$ cat src/design/h13bs_pkg.sv
// ----------------------------------------------------------------------------
// h13bs_pkg
// Types, constants and the codeword function shared by the hamming-13
// byte-stuffing encoder.
// ----------------------------------------------------------------------------
package h13bs_pkg;

    localparam int unsigned CW_W        = 13;
    localparam int unsigned ACC_W       = 20;
    localparam logic [3:0]  MAX_RESULTS = 4'd15;

    localparam logic [1:0] CFG_ESCAPE = 2'd0;
    localparam logic [1:0] CFG_HEADER = 2'd1;
    localparam logic [1:0] CFG_FOOTER = 2'd2;

    localparam logic [7:0] ESCAPE_RESET = 8'h5c;
    localparam logic [7:0] HEADER_RESET = 8'hf8;
    localparam logic [7:0] FOOTER_RESET = 8'hc6;

    typedef struct packed {
        logic [7:0] data_byte;
        logic       last_byte;
    } in_item_t;

    typedef struct packed {
        logic [7:0] out_byte;
        logic       out_last;
    } out_item_t;

    typedef struct packed {
        logic [7:0] stream_byte;
        logic       end_of_item;
        logic       item_last;
    } q_entry_t;

    typedef struct packed {
        logic [7:0] escape_byte;
        logic [7:0] header_byte;
        logic [7:0] footer_byte;
    } cfg_t;

    // stream bytes still owed by a final item, indexed by codewords already in the group
    localparam logic [3:0] FLUSH_BYTES [8] = '{
        4'd13, 4'd12, 4'd10, 4'd9, 4'd7, 4'd5, 4'd4, 4'd2
    };

    function automatic logic [CW_W-1:0] encode13(input logic [7:0] d);
        logic [CW_W-1:0] b;
        b     = '0;
        b[2]  = d[0];
        b[4]  = d[1];
        b[5]  = d[2];
        b[6]  = d[3];
        b[8]  = d[4];
        b[9]  = d[5];
        b[10] = d[6];
        b[11] = d[7];
        b[12] = ^d;
        b[0]  = b[2] ^ b[4] ^ b[6] ^ b[8] ^ b[10] ^ b[12];
        b[1]  = b[2] ^ b[5] ^ b[6] ^ b[9] ^ b[10];
        b[3]  = b[4] ^ b[5] ^ b[6] ^ b[11] ^ b[12];
        b[7]  = b[8] ^ b[9] ^ b[10] ^ b[11] ^ b[12];
        return b;
    endfunction

endpackage

$ cat src/design/h13bs_front.sv
// ----------------------------------------------------------------------------
// h13bs_front
// Accepts input items, builds the codeword, appends it to the bit stream and
// pushes the completed stream bytes into the queue, zero padding on a final item.
// ----------------------------------------------------------------------------
module h13bs_front (
    input  logic                aclk,
    input  logic                aresetn,
    input  logic                s_valid,
    output logic                s_ready,
    input  h13bs_pkg::in_item_t s_data,
    input  logic                q_full,
    output logic                q_push,
    output h13bs_pkg::q_entry_t q_wdata
);
    import h13bs_pkg::*;

    logic [ACC_W-1:0] acc_reg, acc_next;
    logic [3:0]       left_reg, left_next;
    logic             item_last_reg, item_last_next;
    logic [6:0]       pend_bits_reg, pend_bits_next;
    logic [2:0]       pend_cnt_reg, pend_cnt_next;
    logic [2:0]       phase_reg, phase_next;

    logic [ACC_W-1:0] acc_new;
    logic [4:0]       sum_cnt;
    logic             two_bytes;
    logic             accept;

    assign q_push  = (left_reg != 4'd0) && !q_full;
    assign s_ready = (left_reg == 4'd0) || ((left_reg == 4'd1) && q_push);
    assign accept  = s_valid && s_ready;

    assign q_wdata.stream_byte = acc_reg[7:0];
    assign q_wdata.end_of_item = (left_reg == 4'd1);
    assign q_wdata.item_last   = item_last_reg;

    always_comb begin
        acc_new   = ({{(ACC_W-CW_W){1'b0}}, encode13(s_data.data_byte)} << pend_cnt_reg)
                  | {{(ACC_W-7){1'b0}}, pend_bits_reg};
        sum_cnt   = {2'b00, pend_cnt_reg} + 5'd13;
        two_bytes = sum_cnt[4];

        acc_next       = acc_reg;
        left_next      = left_reg;
        item_last_next = item_last_reg;
        pend_bits_next = pend_bits_reg;
        pend_cnt_next  = pend_cnt_reg;
        phase_next     = phase_reg;

        if (accept) begin
            acc_next       = acc_new;
            item_last_next = s_data.last_byte;
            if (s_data.last_byte) begin
                left_next      = FLUSH_BYTES[phase_reg];
                pend_bits_next = '0;
                pend_cnt_next  = '0;
                phase_next     = '0;
            end else begin
                left_next      = two_bytes ? 4'd2 : 4'd1;
                pend_bits_next = two_bytes ? {3'b000, acc_new[19:16]} : acc_new[14:8];
                pend_cnt_next  = sum_cnt[2:0];
                phase_next     = phase_reg + 3'd1;
            end
        end else if (q_push) begin
            acc_next  = acc_reg >> 8;
            left_next = left_reg - 4'd1;
        end
    end

    always_ff @(posedge aclk) begin
        if (!aresetn) begin
            left_reg      <= '0;
            item_last_reg <= 1'b0;
            pend_bits_reg <= '0;
            pend_cnt_reg  <= '0;
            phase_reg     <= '0;
        end else begin
            left_reg      <= left_next;
            item_last_reg <= item_last_next;
            pend_bits_reg <= pend_bits_next;
            pend_cnt_reg  <= pend_cnt_next;
            phase_reg     <= phase_next;
        end
    end

    always_ff @(posedge aclk) begin
        acc_reg <= acc_next;
    end

endmodule

$ cat src/design/h13bs_queue.sv
// ----------------------------------------------------------------------------
// h13bs_queue
// Short queue of stream bytes between the front and the back.
// ----------------------------------------------------------------------------
module h13bs_queue #(
    parameter int unsigned DEPTH = 4
) (
    input  logic                aclk,
    input  logic                aresetn,
    input  logic                push,
    input  h13bs_pkg::q_entry_t wdata,
    output logic                full,
    input  logic                pop,
    output h13bs_pkg::q_entry_t rdata,
    output logic                empty
);
    import h13bs_pkg::*;

    localparam int unsigned PTR_W = $clog2(DEPTH);
    localparam int unsigned CNT_W = $clog2(DEPTH + 1);
    localparam logic [PTR_W-1:0] LAST_PTR = PTR_W'(DEPTH - 1);
    localparam logic [CNT_W-1:0] FULL_CNT = CNT_W'(DEPTH);

    q_entry_t         store_reg [DEPTH];
    logic [PTR_W-1:0] wr_ptr_reg, wr_ptr_next;
    logic [PTR_W-1:0] rd_ptr_reg, rd_ptr_next;
    logic [CNT_W-1:0] cnt_reg, cnt_next;
    logic             do_push, do_pop;

    assign full    = (cnt_reg == FULL_CNT);
    assign empty   = (cnt_reg == '0);
    assign do_push = push && !full;
    assign do_pop  = pop && !empty;
    assign rdata   = store_reg[rd_ptr_reg];

    always_comb begin
        wr_ptr_next = wr_ptr_reg;
        rd_ptr_next = rd_ptr_reg;
        cnt_next    = cnt_reg;
        if (do_push) begin
            wr_ptr_next = (wr_ptr_reg == LAST_PTR) ? '0 : wr_ptr_reg + 1'b1;
        end
        if (do_pop) begin
            rd_ptr_next = (rd_ptr_reg == LAST_PTR) ? '0 : rd_ptr_reg + 1'b1;
        end
        if (do_push && !do_pop) begin
            cnt_next = cnt_reg + 1'b1;
        end else if (do_pop && !do_push) begin
            cnt_next = cnt_reg - 1'b1;
        end
    end

    always_ff @(posedge aclk) begin
        if (!aresetn) begin
            wr_ptr_reg <= '0;
            rd_ptr_reg <= '0;
            cnt_reg    <= '0;
        end else begin
            wr_ptr_reg <= wr_ptr_next;
            rd_ptr_reg <= rd_ptr_next;
            cnt_reg    <= cnt_next;
        end
    end

    always_ff @(posedge aclk) begin
        if (do_push) begin
            store_reg[wr_ptr_reg] <= wdata;
        end
    end

endmodule

$ cat src/design/h13bs_back.sv
// ----------------------------------------------------------------------------
// h13bs_back
// Takes stream bytes from the queue, inserts escapes before special values,
// caps the results of one item and drives the registered output channel.
// ----------------------------------------------------------------------------
module h13bs_back (
    input  logic                 aclk,
    input  logic                 aresetn,
    input  h13bs_pkg::cfg_t      cfg,
    input  h13bs_pkg::q_entry_t  q_rdata,
    input  logic                 q_empty,
    output logic                 q_pop,
    output logic                 m_valid,
    input  logic                 m_ready,
    output h13bs_pkg::out_item_t m_data
);
    import h13bs_pkg::*;

    logic      m_valid_reg, m_valid_next;
    out_item_t m_data_reg, m_data_next;
    logic [3:0] res_cnt_reg, res_cnt_next;
    logic      esc_done_reg, esc_done_next;
    logic      drop_reg, drop_next;

    logic out_free, special, cap;

    assign m_valid  = m_valid_reg;
    assign m_data   = m_data_reg;
    assign out_free = !m_valid_reg || m_ready;
    assign special  = (q_rdata.stream_byte == cfg.escape_byte)
                   || (q_rdata.stream_byte == cfg.header_byte)
                   || (q_rdata.stream_byte == cfg.footer_byte);
    assign cap      = (res_cnt_reg == MAX_RESULTS - 4'd1);

    always_comb begin
        m_valid_next  = m_valid_reg;
        m_data_next   = m_data_reg;
        res_cnt_next  = res_cnt_reg;
        esc_done_next = esc_done_reg;
        drop_next     = drop_reg;
        q_pop         = 1'b0;

        if (m_valid_reg && m_ready) begin
            m_valid_next = 1'b0;
        end

        if (!q_empty) begin
            if (drop_reg) begin
                // results past the cap are discarded up to the end of the item
                q_pop = 1'b1;
                if (q_rdata.end_of_item) begin
                    drop_next = 1'b0;
                end
            end else if (out_free) begin
                m_valid_next = 1'b1;
                if (special && !esc_done_reg) begin
                    m_data_next.out_byte = cfg.escape_byte;
                    m_data_next.out_last = q_rdata.item_last && cap;
                    if (cap) begin
                        q_pop         = 1'b1;
                        esc_done_next = 1'b0;
                        res_cnt_next  = '0;
                        drop_next     = !q_rdata.end_of_item;
                    end else begin
                        esc_done_next = 1'b1;
                        res_cnt_next  = res_cnt_reg + 4'd1;
                    end
                end else begin
                    m_data_next.out_byte = q_rdata.stream_byte;
                    m_data_next.out_last = q_rdata.item_last && (q_rdata.end_of_item || cap);
                    q_pop         = 1'b1;
                    esc_done_next = 1'b0;
                    if (q_rdata.end_of_item || cap) begin
                        res_cnt_next = '0;
                        drop_next    = !q_rdata.end_of_item;
                    end else begin
                        res_cnt_next = res_cnt_reg + 4'd1;
                    end
                end
            end
        end
    end

    always_ff @(posedge aclk) begin
        if (!aresetn) begin
            m_valid_reg  <= 1'b0;
            res_cnt_reg  <= '0;
            esc_done_reg <= 1'b0;
            drop_reg     <= 1'b0;
        end else begin
            m_valid_reg  <= m_valid_next;
            res_cnt_reg  <= res_cnt_next;
            esc_done_reg <= esc_done_next;
            drop_reg     <= drop_next;
        end
    end

    always_ff @(posedge aclk) begin
        m_data_reg <= m_data_next;
    end

endmodule

$ cat src/design/hamming13_byte_stuff_encoder.sv
// ----------------------------------------------------------------------------
// hamming13_byte_stuff_encoder
// Hamming-13 encoder with byte stuffing of escape, header and footer values.
//
// s_* takes one payload byte per item (valid/ready); last_byte closes the
// stream, which is then zero padded to a whole group of eight codewords and
// flushed. m_* gives one output byte per item; out_last marks the final byte
// caused by a closing input. Results beyond fifteen for one input are dropped.
// The user must write escape, header and footer values through the cfg_* port,
// one per cycle, only while the block is idle; the block does not enforce this.
// An accepted input passes through the front accumulator, the queue and the
// output register. Throughput: one output byte per cycle while the receiver
// is ready and the queue holds bytes, set by the output register; an ordinary
// input yields one or two stream bytes (up to four with escapes). A closing
// input yields up to thirteen stream bytes. The front issues one stream byte
// per cycle, unless the FIFO_DEPTH entry queue is full, and takes the next
// input in the cycle it issues the last byte. A stalled receiver holds the
// output register, fills the queue, then drops s_ready. Reset clears the bit
// stream, the group position and the queue, and restores the register reset values.
// ----------------------------------------------------------------------------
module hamming13_byte_stuff_encoder #(
    parameter int unsigned FIFO_DEPTH = 4
) (
    input  logic                 aclk,
    input  logic                 aresetn,
    input  logic                 s_valid,
    output logic                 s_ready,
    input  h13bs_pkg::in_item_t  s_data,
    output logic                 m_valid,
    input  logic                 m_ready,
    output h13bs_pkg::out_item_t m_data,
    input  logic                 cfg_we,
    input  logic [1:0]           cfg_index,
    input  logic [7:0]           cfg_wdata
);
    import h13bs_pkg::*;

    cfg_t     cfg_reg, cfg_next;
    q_entry_t q_wdata, q_rdata;
    logic     q_push, q_pop, q_full, q_empty;

    always_comb begin
        cfg_next = cfg_reg;
        if (cfg_we) begin
            unique case (cfg_index)
                CFG_ESCAPE: cfg_next.escape_byte = cfg_wdata;
                CFG_HEADER: cfg_next.header_byte = cfg_wdata;
                CFG_FOOTER: cfg_next.footer_byte = cfg_wdata;
                default:    cfg_next = cfg_reg;
            endcase
        end
    end

    always_ff @(posedge aclk) begin
        if (!aresetn) begin
            cfg_reg.escape_byte <= ESCAPE_RESET;
            cfg_reg.header_byte <= HEADER_RESET;
            cfg_reg.footer_byte <= FOOTER_RESET;
        end else begin
            cfg_reg <= cfg_next;
        end
    end

    h13bs_front u_front (
        .aclk    (aclk),
        .aresetn (aresetn),
        .s_valid (s_valid),
        .s_ready (s_ready),
        .s_data  (s_data),
        .q_full  (q_full),
        .q_push  (q_push),
        .q_wdata (q_wdata)
    );

    h13bs_queue #(
        .DEPTH (FIFO_DEPTH)
    ) u_queue (
        .aclk    (aclk),
        .aresetn (aresetn),
        .push    (q_push),
        .wdata   (q_wdata),
        .full    (q_full),
        .pop     (q_pop),
        .rdata   (q_rdata),
        .empty   (q_empty)
    );

    h13bs_back u_back (
        .aclk    (aclk),
        .aresetn (aresetn),
        .cfg     (cfg_reg),
        .q_rdata (q_rdata),
        .q_empty (q_empty),
        .q_pop   (q_pop),
        .m_valid (m_valid),
        .m_ready (m_ready),
        .m_data  (m_data)
    );

endmodule
$ cat config.mk
export PLATFORM = sky130hd
export DESIGN_NAME = hamming13_byte_stuff_encoder
export DESIGN_NICKNAME = d
export VERILOG_FILES = /design/src/design/h13bs_pkg.sv /design/src/design/h13bs_front.sv /design/src/design/h13bs_queue.sv /design/src/design/h13bs_back.sv /design/src/design/hamming13_byte_stuff_encoder.sv
export SDC_FILE = /design/constraint.sdc
export NUM_CORES = 1
export LEC_CHECK = 0
export BUFFER_PORTS_ARGS = -buffer_cell sky130_fd_sc_hd__buf_2
export CAP_MARGIN = 40
export CORE_MARGIN = 5
export CORE_UTILIZATION = 47
export CTS_CLUSTER_DIAMETER = 80
export DETAILED_ROUTE_END_ITERATION = 16
export MAX_ROUTING_LAYER = met4
export PLACE_DENSITY = 0.61
export SLEW_MARGIN = 10
export SYNTH_ARGS = -nofsm -noshare
export SYNTH_HDL_FRONTEND = slang
export SYNTH_SLANG_ARGS = --single-unit
$ cat constraint.sdc
create_clock -name aclk -period 9.45 [get_ports aclk]
set_input_delay 0 -clock aclk [delete_from_list [all_inputs] [get_ports aclk]]
set_output_delay 0 -clock aclk [all_outputs]
set_load 0.05 [all_outputs]
Word level (Yosys, flattened, before mapping)
Memories as Yosys holds them, arrays and structs flattened. A register that Yosys moved wholly into a read port is not among the register bits.
Cells that the tools add are included.
{"block": "op_classes", "addsub": 8, "order_cmp": 1, "n_eq_ne": 10, "n_shift": 1, "muxes": 41, "n_bitwise": 21, "reduce_logical": 34}
{"operator": "$mux W20", "n": 2}
{"operator": "$mux W4", "n": 8}
{"operator": "$eq A8 B8 Y1", "n": 3}
{"operator": "$or A20 B7 Y20", "n": 1}
{"operator": "$shl A13 B3 Y20", "n": 1}
{"operator": "$mux W1", "n": 19}
{"operator": "$xor A1 B1 Y1", "n": 17}
{"operator": "$mux W7", "n": 2}
{"operator": "$mux W3", "n": 4}
{"operator": "$logic_and A1 B1 Y1", "n": 11}
{"operator": "$mux W2", "n": 5}
{"operator": "$mux W9", "n": 1}
{"operator": "$reduce_xor A8 Y1", "n": 1}
{"operator": "$logic_not A1 Y1", "n": 7}
{"operator": "$add A3 B1 Y3 const B", "n": 2}
{"operator": "$eq A2 B2 Y1 const B", "n": 3}
{"operator": "$reduce_and A2 Y1", "n": 3}
{"operator": "$add A3 B4 Y5 const B", "n": 1}
{"operator": "$logic_or A1 B1 Y1", "n": 5}
{"operator": "$add A2 B1 Y2 const B", "n": 2}
{"operator": "$add A4 B1 Y4 const B", "n": 1}
{"operator": "$eq A4 B1 Y1 const B", "n": 1}
{"operator": "$eq A4 B4 Y1 const B", "n": 1}
{"operator": "$ge A4 B4 Y1 const B", "n": 1}
{"operator": "12 further kinds", "n": 14}
{"block": "totals", "regBits": 85, "mem_bits_rw": 40, "rom_bits": 32, "in_bits": 24, "out_inout_bits": 11, "mem_count": 2}
{"memory": "u_queue.store_reg", "words": 4, "word_bits": 10, "read_ports": 1, "rd_clocked_by_memory_dff": 1, "wr": 1, "line": "h13bs_queue.sv:24", "source": "q_entry_t store_reg [DEPTH];"}
{"memory": "(name not given)", "words": 8, "word_bits": 4, "read_ports": 1, "rd_clocked_by_memory_dff": 0, "wr": 0, "line": "h13bs_front.sv:55", "source": "left_next = FLUSH_BYTES[phase_reg];"}

Depth between registers and ports, before layout
Gate-level depths: netlist of the first run.
{"block": "depth", "depth_word": 12, "ltp_mapped": 13, "depth_no_buf": 12}

Hierarchy
From an unflattened synthesis of the first run, not the netlist that was laid out.
{"block": "unflattened", "hier_cells": 607, "area_unflattened_um2": 6688.9}
{"module": "h13bs_front", "instances": 1, "cells_per_inst": 306, "area_per_inst_um2": 2746.4, "seq_area_each_um2": 960.9}
{"module": "h13bs_queue", "instances": 1, "cells_per_inst": 103, "area_per_inst_um2": 1915.6, "seq_area_each_um2": 1381.3}
{"module": "h13bs_back", "instances": 1, "cells_per_inst": 101, "area_per_inst_um2": 1043.5, "seq_area_each_um2": 410.4}
{"module": "hamming13_byte_stuff_encoder", "instances": 1, "cells_per_inst": 97, "area_per_inst_um2": 983.4, "seq_area_each_um2": 480.5}

Worst setup path before layout of the first run
Ideal clock, no wire load.
{"block": "synth_path", "path_kind": "reg-to-reg", "startpoint": "reg (tool-made name)", "endpoint": "reg u_queue.cnt_reg[2]", "setup_time_ns": 0.070, "t_arrival_ns": 2.890, "required_ns": 9.380, "slack_ns": 6.489, "path_stages_with_launch": 14, "period_less_slack_ns": 2.961, "cell_sequence": "dfxtp_1 > buf_6 > mux4_2 > xnor2_1 > nand4_1 > nor2_2 > o21ai_0 > nand2_1 > ha_1 > inv_1 > fa_1 > xor2_1 > or3_1 > a21oi_1"}
{"element": "to (signal assigned)", "line": "h13bs_queue.sv:61", "source": "cnt_reg <= cnt_next;"}
{"element": "to (decl)", "line": "h13bs_queue.sv:27", "source": "logic [CNT_W-1:0] cnt_reg, cnt_next;"}

==> results of run 1 <==
==> final cells by class <==
class	count	area (sq um)
clock inverter	15	194
clock buffer	17	425
timing repair buffer	49	308
inverter	18	67.6
multi-input combinational	402	2820
sequential	127	3230
fill	1148	5870
tap	176	220
==> logic make-up (layout without fill, tap and decap cells) <==
group / after synthesis / after routing / synth area share (%)
flops: 127 / 127 / 51.6
simple gates: 197 / 197 / 14.4
xor+xnor: 47 / 47 / 7.70
buf+inv: 52 / 99 / 3.43
mux: 53 / 53 / 11.1
fa+ha+maj: 15 / 15 / 3.11
compound gates: 90 / 90 / 8.62
==> layer usage <==
metal,part of all wire (%),up-vias
met4,2.0,0
met5,0,-
met2,51,68
met1,44,2069
met3,3.5,17
li1,-,2128
==> power breakdown <==
group | leakage (nW) | internal (mW) | total [mW] | switching (mW)
Clock | 0.300 | 0.439 | 0.678 | 0.239
Combinational | 1.37 | 0.339 | 0.836 | 0.496
Sequential | 1.15 | 0.812 | 0.909 | 0.0972
==> worst min-delay path by stage <==
stage / startpoint / end / slack (ns) / depth (start not counted)
2_1_floorplan: cfg_wdata[5] / cfg_reg[13] / 0.12 / 2
3_3_place_gp: cfg_wdata[2] / cfg_reg[2] / 0.25 / 3
3_5_place_dp: cfg_wdata[6] / cfg_reg[14] / 0.26 / 3
4_1_cts: cfg_index[0] / cfg_reg[19] / 0.0001 / 4
5_1_grt: cfg_index[0] / cfg_reg[19] / 0.03 / 4
6_report: cfg_index[0] / cfg_reg[19] / 0.02 / 4
==> stage by stage <==
step	util, %	hold slack, ns
5_1_grt	55.3	0.0338
2_1_floorplan	-	0.124
3_5_place_dp	49.8	0.255
6_report	55.3	0.0194
3_3_place_gp	49.8	0.245
4_1_cts	55.3	0.000108
==> cell usage after synthesis (all sizes together) (2+ instances only) <==
cell | n | area, sq um
nand3 | 16 | 80.1
o211ai | 3 | 22.5
a32o | 2 | 20.0
nand2b | 5 | 31.3
clkbuf | 26 | 98.8
or3 | 4 | 25.0
dfxtp | 58 | 1160
mux2 | 12 | 161
mux2i | 31 | 310
o21ai | 27 | 135
nand4 | 7 | 43.8
a31oi | 2 | 12.5
xor3 | 2 | 47.6
nor3 | 10 | 50.1
nor2 | 56 | 218
and2 | 7 | 43.8
nor2b | 4 | 25.0
mux4 | 10 | 225
o22ai | 3 | 18.8
buf | 8 | 48.8
xor2 | 6 | 52.6
ha | 14 | 175
nand3b | 5 | 37.5
xnor2 | 36 | 315
a21oi | 36 | 180
xnor3 | 3 | 67.6
inv | 17 | 63.8
and3b | 2 | 17.5
nand2 | 71 | 267
a211oi | 7 | 52.6
and3 | 7 | 43.8
edfxtp | 69 | 2070
==> worst max-delay path: stages, from the launching register on <==
cell and delay [ns]:
dfxtp_1 0.73, mux4_2 0.66, xnor2_1 0.18, nand4_1 0.16, nor2_2 0.20, o21ai_0 0.10, nand2_1 0.18, ha_1 0.21
inv_1 0.06, fa_1 0.37, xor2_1 0.17, or3_1 0.31, a21oi_1 0.14
==> impl_metrics.ini, run 1 <==
[grt]
grt_pass1_wl_um = 21900
busiest_layer = met2
use_met2_pct = 29.6
grtUsageTotal_pct = 17.8
grt_pass1_vias = 4362
met1_usage_pct = 20.8
antenna_found_initial = 0
use_met3_pct = 4.61
overflow = 0
grt_max_degree = 44

[placement]
post-place-ws_ns = 5.86
portBuffers = 34
dpl.hpwl_um = 9360
place_area_sq_um = 6550
dp_cells = 762
gp_congestion = 0.869

[logic_synthesis]
synthFlopType = edfxtp_1
synth_warnings = 0
synth_seq_cells = 127
syn_avg_cell_area_sq_um = 10.8
async_flop_share_pct = 0
synth_fp_nets = 620
ys_seq_area_share_pct = 51.6
yosys.cell_types.count = 53
synthCells = 581
synth-edff-count = 69
syn_area_sq_um = 6270

[clock_tree]
clk_pin_slew_worst_paths_ns = 0.06
cts_buffer_depth = 2
root_buffer = clkbuf_16
clk_latency_ns = 0.42
htreeDepth = 4
postCtsSetupBuffers = 0
cts.repair.resized = 0
clock-sinks = 127
cts_made_buffers = 17
cts_tree = built
postCtsHoldBufs = 10

[layout]
fin_cells = 804
drive_gt1_share_pct = 15.6
final_cell_mix = nand2_1, edfxtp_1, dfxtp_1
mostFrequentLayoutCell = nand2_1
area_growth_pct = 15.9
final_design_area_no_fill_sq_um = 7270
diodes = 0
nets = 654
largest_reg_flops = 40

[power_and_ir_drop]
ir_drop_v = 0.000227
power_density_nw_per_um2 = 333
p_leak_nw = 2.82
total_power_mw = 2.42

[sta]
relSlewSlack_pct = 43.1
setup_viol = 0
rsz0062_at_grt = false
worst_pin_slew_ns = 0.852
final.min_clock_period_ns = 3.56
hold_viol = 0
tns_ns = 0
fin_crit_sh_pct = 37.6
fin_skew_ns = 0.00956
slew_violations = 0
fmax_ghz = 0.281
worst_slack_ns = 5.89

[setup_path]
cp-start-kind = flip-flop
r2r_cells = 12
required_ns = 9.79
reg2reg_setup_slack_ns = 5.89
endpoint_kind = flip-flop
reg2reg_to = u_queue.cnt_reg[2]
endpoint = u_queue.cnt_reg[2]
cp_max_fo = 10
setup.worst_path.class = flip-flop to flip-flop
crit_arrival_ns = 3.90

[detailed_routing]
ant_nets = 0
drt_iter0_drc = 274
detail_route.vias_per_cell = 5.33
postRouteWirelength_um = 12900
routedWlPerCell_um = 16.0
firstDrtPassIters = 4
vias = 4282
post-route-drc-count = 0

[die]
io_pins = 35
start_util_pct = 47.7
fp.dieH_um = 125
core_area_sq_um = 13100
rows = 42
dieArea_sq_um = 15700
die_x_um = 125

[flow_run]
cap_violations = 0

[min_path]
hold_class = primary input to flip-flop

[run_status]
status = finished clean
No activity file was read; power rests on OpenSTA's default activity.
==> run 2: changes to the inputs <==
--- a/config.mk
+++ b/config.mk
@@ -12,7 +12,7 @@
 export CTS_CLUSTER_DIAMETER = 80
 export DETAILED_ROUTE_END_ITERATION = 16
 export MAX_ROUTING_LAYER = met4
-export PLACE_DENSITY = 0.61
+export PLACE_DENSITY = 0.63
 export SLEW_MARGIN = 10
 export SYNTH_ARGS = -nofsm -noshare
 export SYNTH_HDL_FRONTEND = slang
==> constraint.sdc (replaced) <==
create_clock -name aclk -period 3.1 [get_ports aclk]
set_input_delay 0 -clock aclk [delete_from_list [all_inputs] [get_ports aclk]]
set_output_delay 0 -clock aclk [all_outputs]
set_load 0.05 [all_outputs]
==> run 2 against run 1 <==
  * The flow now finishes with violations (setup timing)
  * Register-to-register slack got worse by 6.0 ns
  * Non-clock buffer count rose by 13
  * Power rose to 3.0 times the previous value
  * Global-route usage rose by 0.34 points
  * Maximum frequency rose by 12%
  * Highest routed layer unchanged
==> impl_metrics.ini, run 2 (synthesized netlist as in run 1, its figures left out) <==
[run_status]
status = finished with violations
violations = setup timing

[grt]
overflow = 0
use_met3_pct = 4.26
grtUsageTotal_pct = 18.2
met1_usage_pct = 22.8
grt_max_degree = 44
antenna_found_initial = 0
grt_pass1_vias = 4322
busiest_layer = met2
use_met2_pct = 28.9
grt_pass1_wl_um = 22000

[placement]
gp_congestion = 0.878
dpl.hpwl_um = 9380
portBuffers = 34

[sta]
final.min_clock_period_ns = 3.16
relSlewSlack_pct = 43.1
fin_skew_ns = 0.00829
setup_viol = 1
hold_viol = 0
fin_crit_sh_pct = 102
slew_violations = 0
tns_ns = -0.0630
worst_slack_ns = -0.0630
whs_ns = 0.0227
rsz0062_at_grt = true
worst_pin_slew_ns = 0.853
fmax_ghz = 0.316

[clock_tree]
cts_buffer_depth = 2
htreeDepth = 4
cts_tree = built
cts_made_buffers = 17
clk_pin_slew_worst_paths_ns = 0.06
root_buffer = clkbuf_16
clock-sinks = 127
clk_latency_ns = 0.42

[setup_path]
crit_path_cell_trace = buf_12, mux4_2, xnor2_1, nand4_1, nor2_2, a21oi_1, nand2_1, ha_2, inv_1, fa_2, xor2_1, or3_1, a21oi_2
reg2reg_to = u_queue.cnt_reg[2]
cpPeakStageDelay_ns = 0.58
cp-start-kind = flip-flop
cpMaxStageDelayCell = mux4_2
setup.worst_path.class = flip-flop to flip-flop
cp_max_fo = 8
r2r_cells = 13
reg2reg_setup_slack_ns = -0.06
crit_arrival_ns = 3.52
endpoint_kind = flip-flop
required_ns = 3.46

[min_path]
hold_class = primary input to flip-flop
hold_path.startpoint = cfg_index[0]
hold_depth = 4
worstHoldEndpoint = cfg_reg[22]

[layout]
nets = 667
drive_gt1_share_pct = 18.4
largest_reg_flops = 40
final_cell_mix = nand2_1, edfxtp_1, dfxtp_1
mostFrequentLayoutCell = nand2_1
diodes = 0
fillCellCount = 1154
area_growth_pct = 17.5

[power_and_ir_drop]
power_density_nw_per_um2 = 1000
clkPwrFrac_pct = 25.6
pwr-share-seq_pct = 37.3
p_sw_share_pct = 35.1
switching_power_mw = 2.59
ir_drop_v = 0.000571
combPwrFrac_pct = 37.1
p_leak_nw = 2.90
internal-power_mw = 4.79

[detailed_routing]
vias = 4371
detail_route.vias_per_cell = 5.35
post-route-drc-count = 0
drt_iter0_drc = 382
firstDrtPassIters = 5
postRouteWirelength_um = 13300
ant_nets = 0
routedWlPerCell_um = 16.3

[die]
die_x_um = 125
rows = 42
dieArea_sq_um = 15700
start_util_pct = 47.7
core_area_sq_um = 13100
io_pins = 35
fp.dieH_um = 125

[flow_run]
cap_violations = 0
[run 2: worst max-delay path by stage]
| stage | startpoint | to | slack (ns) | cells after the start |
|---|---|---|---|---|
| after floorplan | flip-flop | u_queue.cnt_reg[2] | 0.14 | 13 |
| after global placement | flip-flop | u_queue.cnt_reg[2] | 0.04 | 13 |
| after detailed placement | flip-flop | u_queue.cnt_reg[2] | -0.08 | 13 |
| after CTS | flip-flop | u_queue.cnt_reg[2] | 0.006 | 13 |
| after global routing | flip-flop | u_queue.cnt_reg[2] | -0.17 | 13 |
| final | flip-flop | u_queue.cnt_reg[2] | -0.06 | 13 |
[run 2: critical path, delay by kind of cell, from the launching register on]
family | cells | cell delay, ns
AOI/OAI and AO/OA | 2 | 0.20
xor gates and xnor gates | 2 | 0.38
adders and majority gates | 2 | 0.53
buffers and inverters | 2 | 0.18
DFF | 1 | 0.34
muxes | 1 | 0.58
and+or+nand+nor | 4 | 0.86
[run 2: layout make-up]
| class | instances | area, sq um | area share, % |
|---|---|---|---|
| tap | 176 | 220 | 2.99 |
| sequential | 127 | 3230 | 43.9 |
| timing repair buffer | 62 | 418 | 5.67 |
| clock buffer | 21 | 480 | 6.52 |
| clock inverter | 11 | 86.3 | 1.17 |
| multi-input combinational | 402 | 2860 | 38.8 |
| inverter | 18 | 67.6 | 0.917 |
[run 2: power groups by stage]
stage | clock network (mW) | registers (mW) | logic, mW
after floorplan | 0 | 2.90 | 1.87
after global placement | 0 | 2.76 | 2.60
after detailed placement | 0 | 2.78 | 2.67
after CTS | 1.91 | 2.75 | 2.73
after global routing | 1.99 | 2.80 | 3.01
final | 1.89 | 2.75 | 2.74
[run 2: per-stage QoR]
step                      total power, mW  cell area (sq um)  cells  util (%)  worst slack [ns]
after CTS                            7.40               7340    815      55.8           0.00562
after floorplan                      4.76               6270    581         -             0.139
after global routing                 7.81               7370    817      56.1            -0.167
after detailed placement             5.45               6640    772      50.5           -0.0814
final                                7.38               7370    817      56.1           -0.0630
after global placement               5.36               6640    772      50.5            0.0400
[run 2: routing by layer]
layer	vias to the layer above	routed length [um]
met3	14	519
met1	2117	6030
met2	86	6550
met4	0	200
li1	2154	-
met5	-	0
[run 2: what timing repair did]
action	CTS	global route
setup buffers	1	2
pin swaps	2	8
hold buffers	10	0
gates resized for setup	5	4
setup endpoints to repair	1	1
hold endpoints to repair	28	0
==> run 3: changes to the inputs <==
==> constraint.sdc (replaced) <==
create_clock -name aclk -period 3.1 [get_ports aclk]
set_input_delay 0 -clock aclk [delete_from_list [all_inputs] [get_ports aclk]]
set_output_delay 0 -clock aclk [all_outputs]
set_load 0.1 [all_outputs]
==> run 3 against run 2 <==
  * The flow still finishes with violations (setup timing)
  * First-iteration DRC count down 20%
  * Utilization rose by 1.0 points
  * Clock-buffer cell count is 1 higher
  * Power is 8.0% higher
  * Largest power group is now combinational logic
  * Final cell count up 0.61%
  * Clock skew down 0.00076 ns
  * Combinational power rose by 15%
  * Worst hold slack gained 0.0070 ns
==> impl_metrics.ini, run 3 (synthesized netlist as in run 1, its figures left out) <==
[run_status]
status = finished with violations
violations = setup timing

[sta]
worst_pin_slew_ns = 0.814
relSlewSlack_pct = 45.7
slew_violations = 0
final.min_clock_period_ns = 3.11
tns_ns = -0.00581
worst_slack_ns = -0.00581
setup_viol = 1
fin_crit_sh_pct = 100
fmax_ghz = 0.322
hold_viol = 0
fin_skew_ns = 0.00752
rsz0062_at_grt = true

[grt]
grt_max_degree = 44
grt_pass1_vias = 4338
grtUsageTotal_pct = 18.0
grt_pass1_wl_um = 21800
antenna_found_initial = 0
overflow = 0

[detailed_routing]
vias = 4329
routedWlPerCell_um = 16.4
drt_iter0_drc = 307
detail_route.vias_per_cell = 5.27
postRouteWirelength_um = 13400
post-route-drc-count = 0
ant_nets = 0
firstDrtPassIters = 4

[layout]
seq_area_sq_um = 3240
fillCellCount = 1137
diodes = 0
largest_reg_flops = 40
multi_input_area_sq_um = 2890
area_growth_pct = 19.7
final_cell_mix = nand2_1, edfxtp_1, dfxtp_1
mostFrequentLayoutCell = nand2_1
fin_util_pct = 57.1
nets = 672
drive_gt1_share_pct = 19.5

[min_path]
hold_class = primary input to flip-flop
hold_path.startpoint = cfg_index[1]

[placement]
dpl.hpwl_um = 9390
gp_congestion = 0.869
portBuffers = 34

[clock_tree]
clock-sinks = 127
cts_buffer_depth = 2
root_buffer = clkbuf_16
cts_made_buffers = 17
htreeDepth = 4
clk_latency_ns = 0.42
cts_tree = built
clk_pin_slew_worst_paths_ns = 0.05

[power_and_ir_drop]
power_density_nw_per_um2 = 1060
ir_drop_v = 0.000691
p_leak_nw = 2.96

[die]
die_x_um = 125
fp.dieH_um = 125
rows = 42
dieArea_sq_um = 15700
start_util_pct = 47.7
io_pins = 35
core_area_sq_um = 13100

[setup_path]
cp_num_buf_inv = 2
crit_arrival_ns = 3.46
cp_max_fo = 5
cpPeakStageDelay_ns = 0.57
required_ns = 3.45
cpMaxStageDelayCell = mux4_2
cpLargestDelayFamily = simple AND/OR/NAND/NOR gates
cp-start-kind = flip-flop
endpoint_kind = flip-flop
crit_path_cell_trace = buf_12, mux4_2, xnor2_1, nand4_1, nor2_2, o21ai_1, nand2_1, ha_2, inv_1, fa_2, xor2_1, or3_1, a21oi_2
setup.worst_path.class = flip-flop to flip-flop

[flow_run]
cap_violations = 0
[run 3: power breakdown]
group          switching [mW]  leakage (nW)  internal, mW
logic                    1.94          1.51          1.22
registers               0.273          1.15          2.48
clock network           0.698         0.303          1.35
[run 3: repair_timing]
item,CTS,global route
cloned,0,1
pin swaps,3,6
setup endpoints to repair,1,1
buffers inserted,4,2
gates resized for setup,3,10
endpoints found under the hold margin,28,0
hold buffers,10,0
[run 3: stage by stage]
stage / setup WS (ns) / hold slack [ns] / power (mW) / instances / instance area, sq um
after detailed placement: -0.113 / 0.257 / 5.74 / 773 / 6650
after floorplan: 0.139 / 0.124 / 5.06 / 581 / 6270
after CTS: 0.0259 / 0.0154 / 7.87 / 819 / 7400
after global placement: 0.0279 / 0.239 / 5.65 / 773 / 6650
after global routing: -0.177 / 0.0535 / 8.41 / 822 / 7500
final: -0.00581 / 0.0297 / 7.97 / 822 / 7500
[run 3: tightest hold or removal path: cells and delay by family]
family	cells	cell delay (ns)
and+or+nand+nor	2	0.17
muxes	1	0.14
buffers and inverters	1	0.10
[run 3: final timing paths]
path                                                  to  cells after the start  slack [ns]
worst max-delay path                  u_queue.cnt_reg[2]                     13      -0.006
worst min-delay path                         cfg_reg[22]                      4        0.03
worst max register to register        u_queue.cnt_reg[2]                     13      -0.006
worst min register to register  u_front.pend_bits_reg[3]                      2        0.48
[run 3: per-layer routing]
layer / global-route usage (%) / share of wire (%) / vias up
met1: 21.2 / 43 / 2049
li1: - / - / 2164
met2: 30.0 / 51 / 97
met5: - / 0 / -
met4: 6.06 / 1.5 / 0
met3: 4.95 / 4.6 / 19
[run 3: area by class of cell]
type,instances,share of cell area [%]
Clock inverter,10,1.78
Timing Repair Buffer,67,6.30
Tap cell,176,2.93
Inverter,18,0.900
Clock buffer,22,6.47
Multi-Input combinational cell,402,38.5
Sequential cell,127,43.1
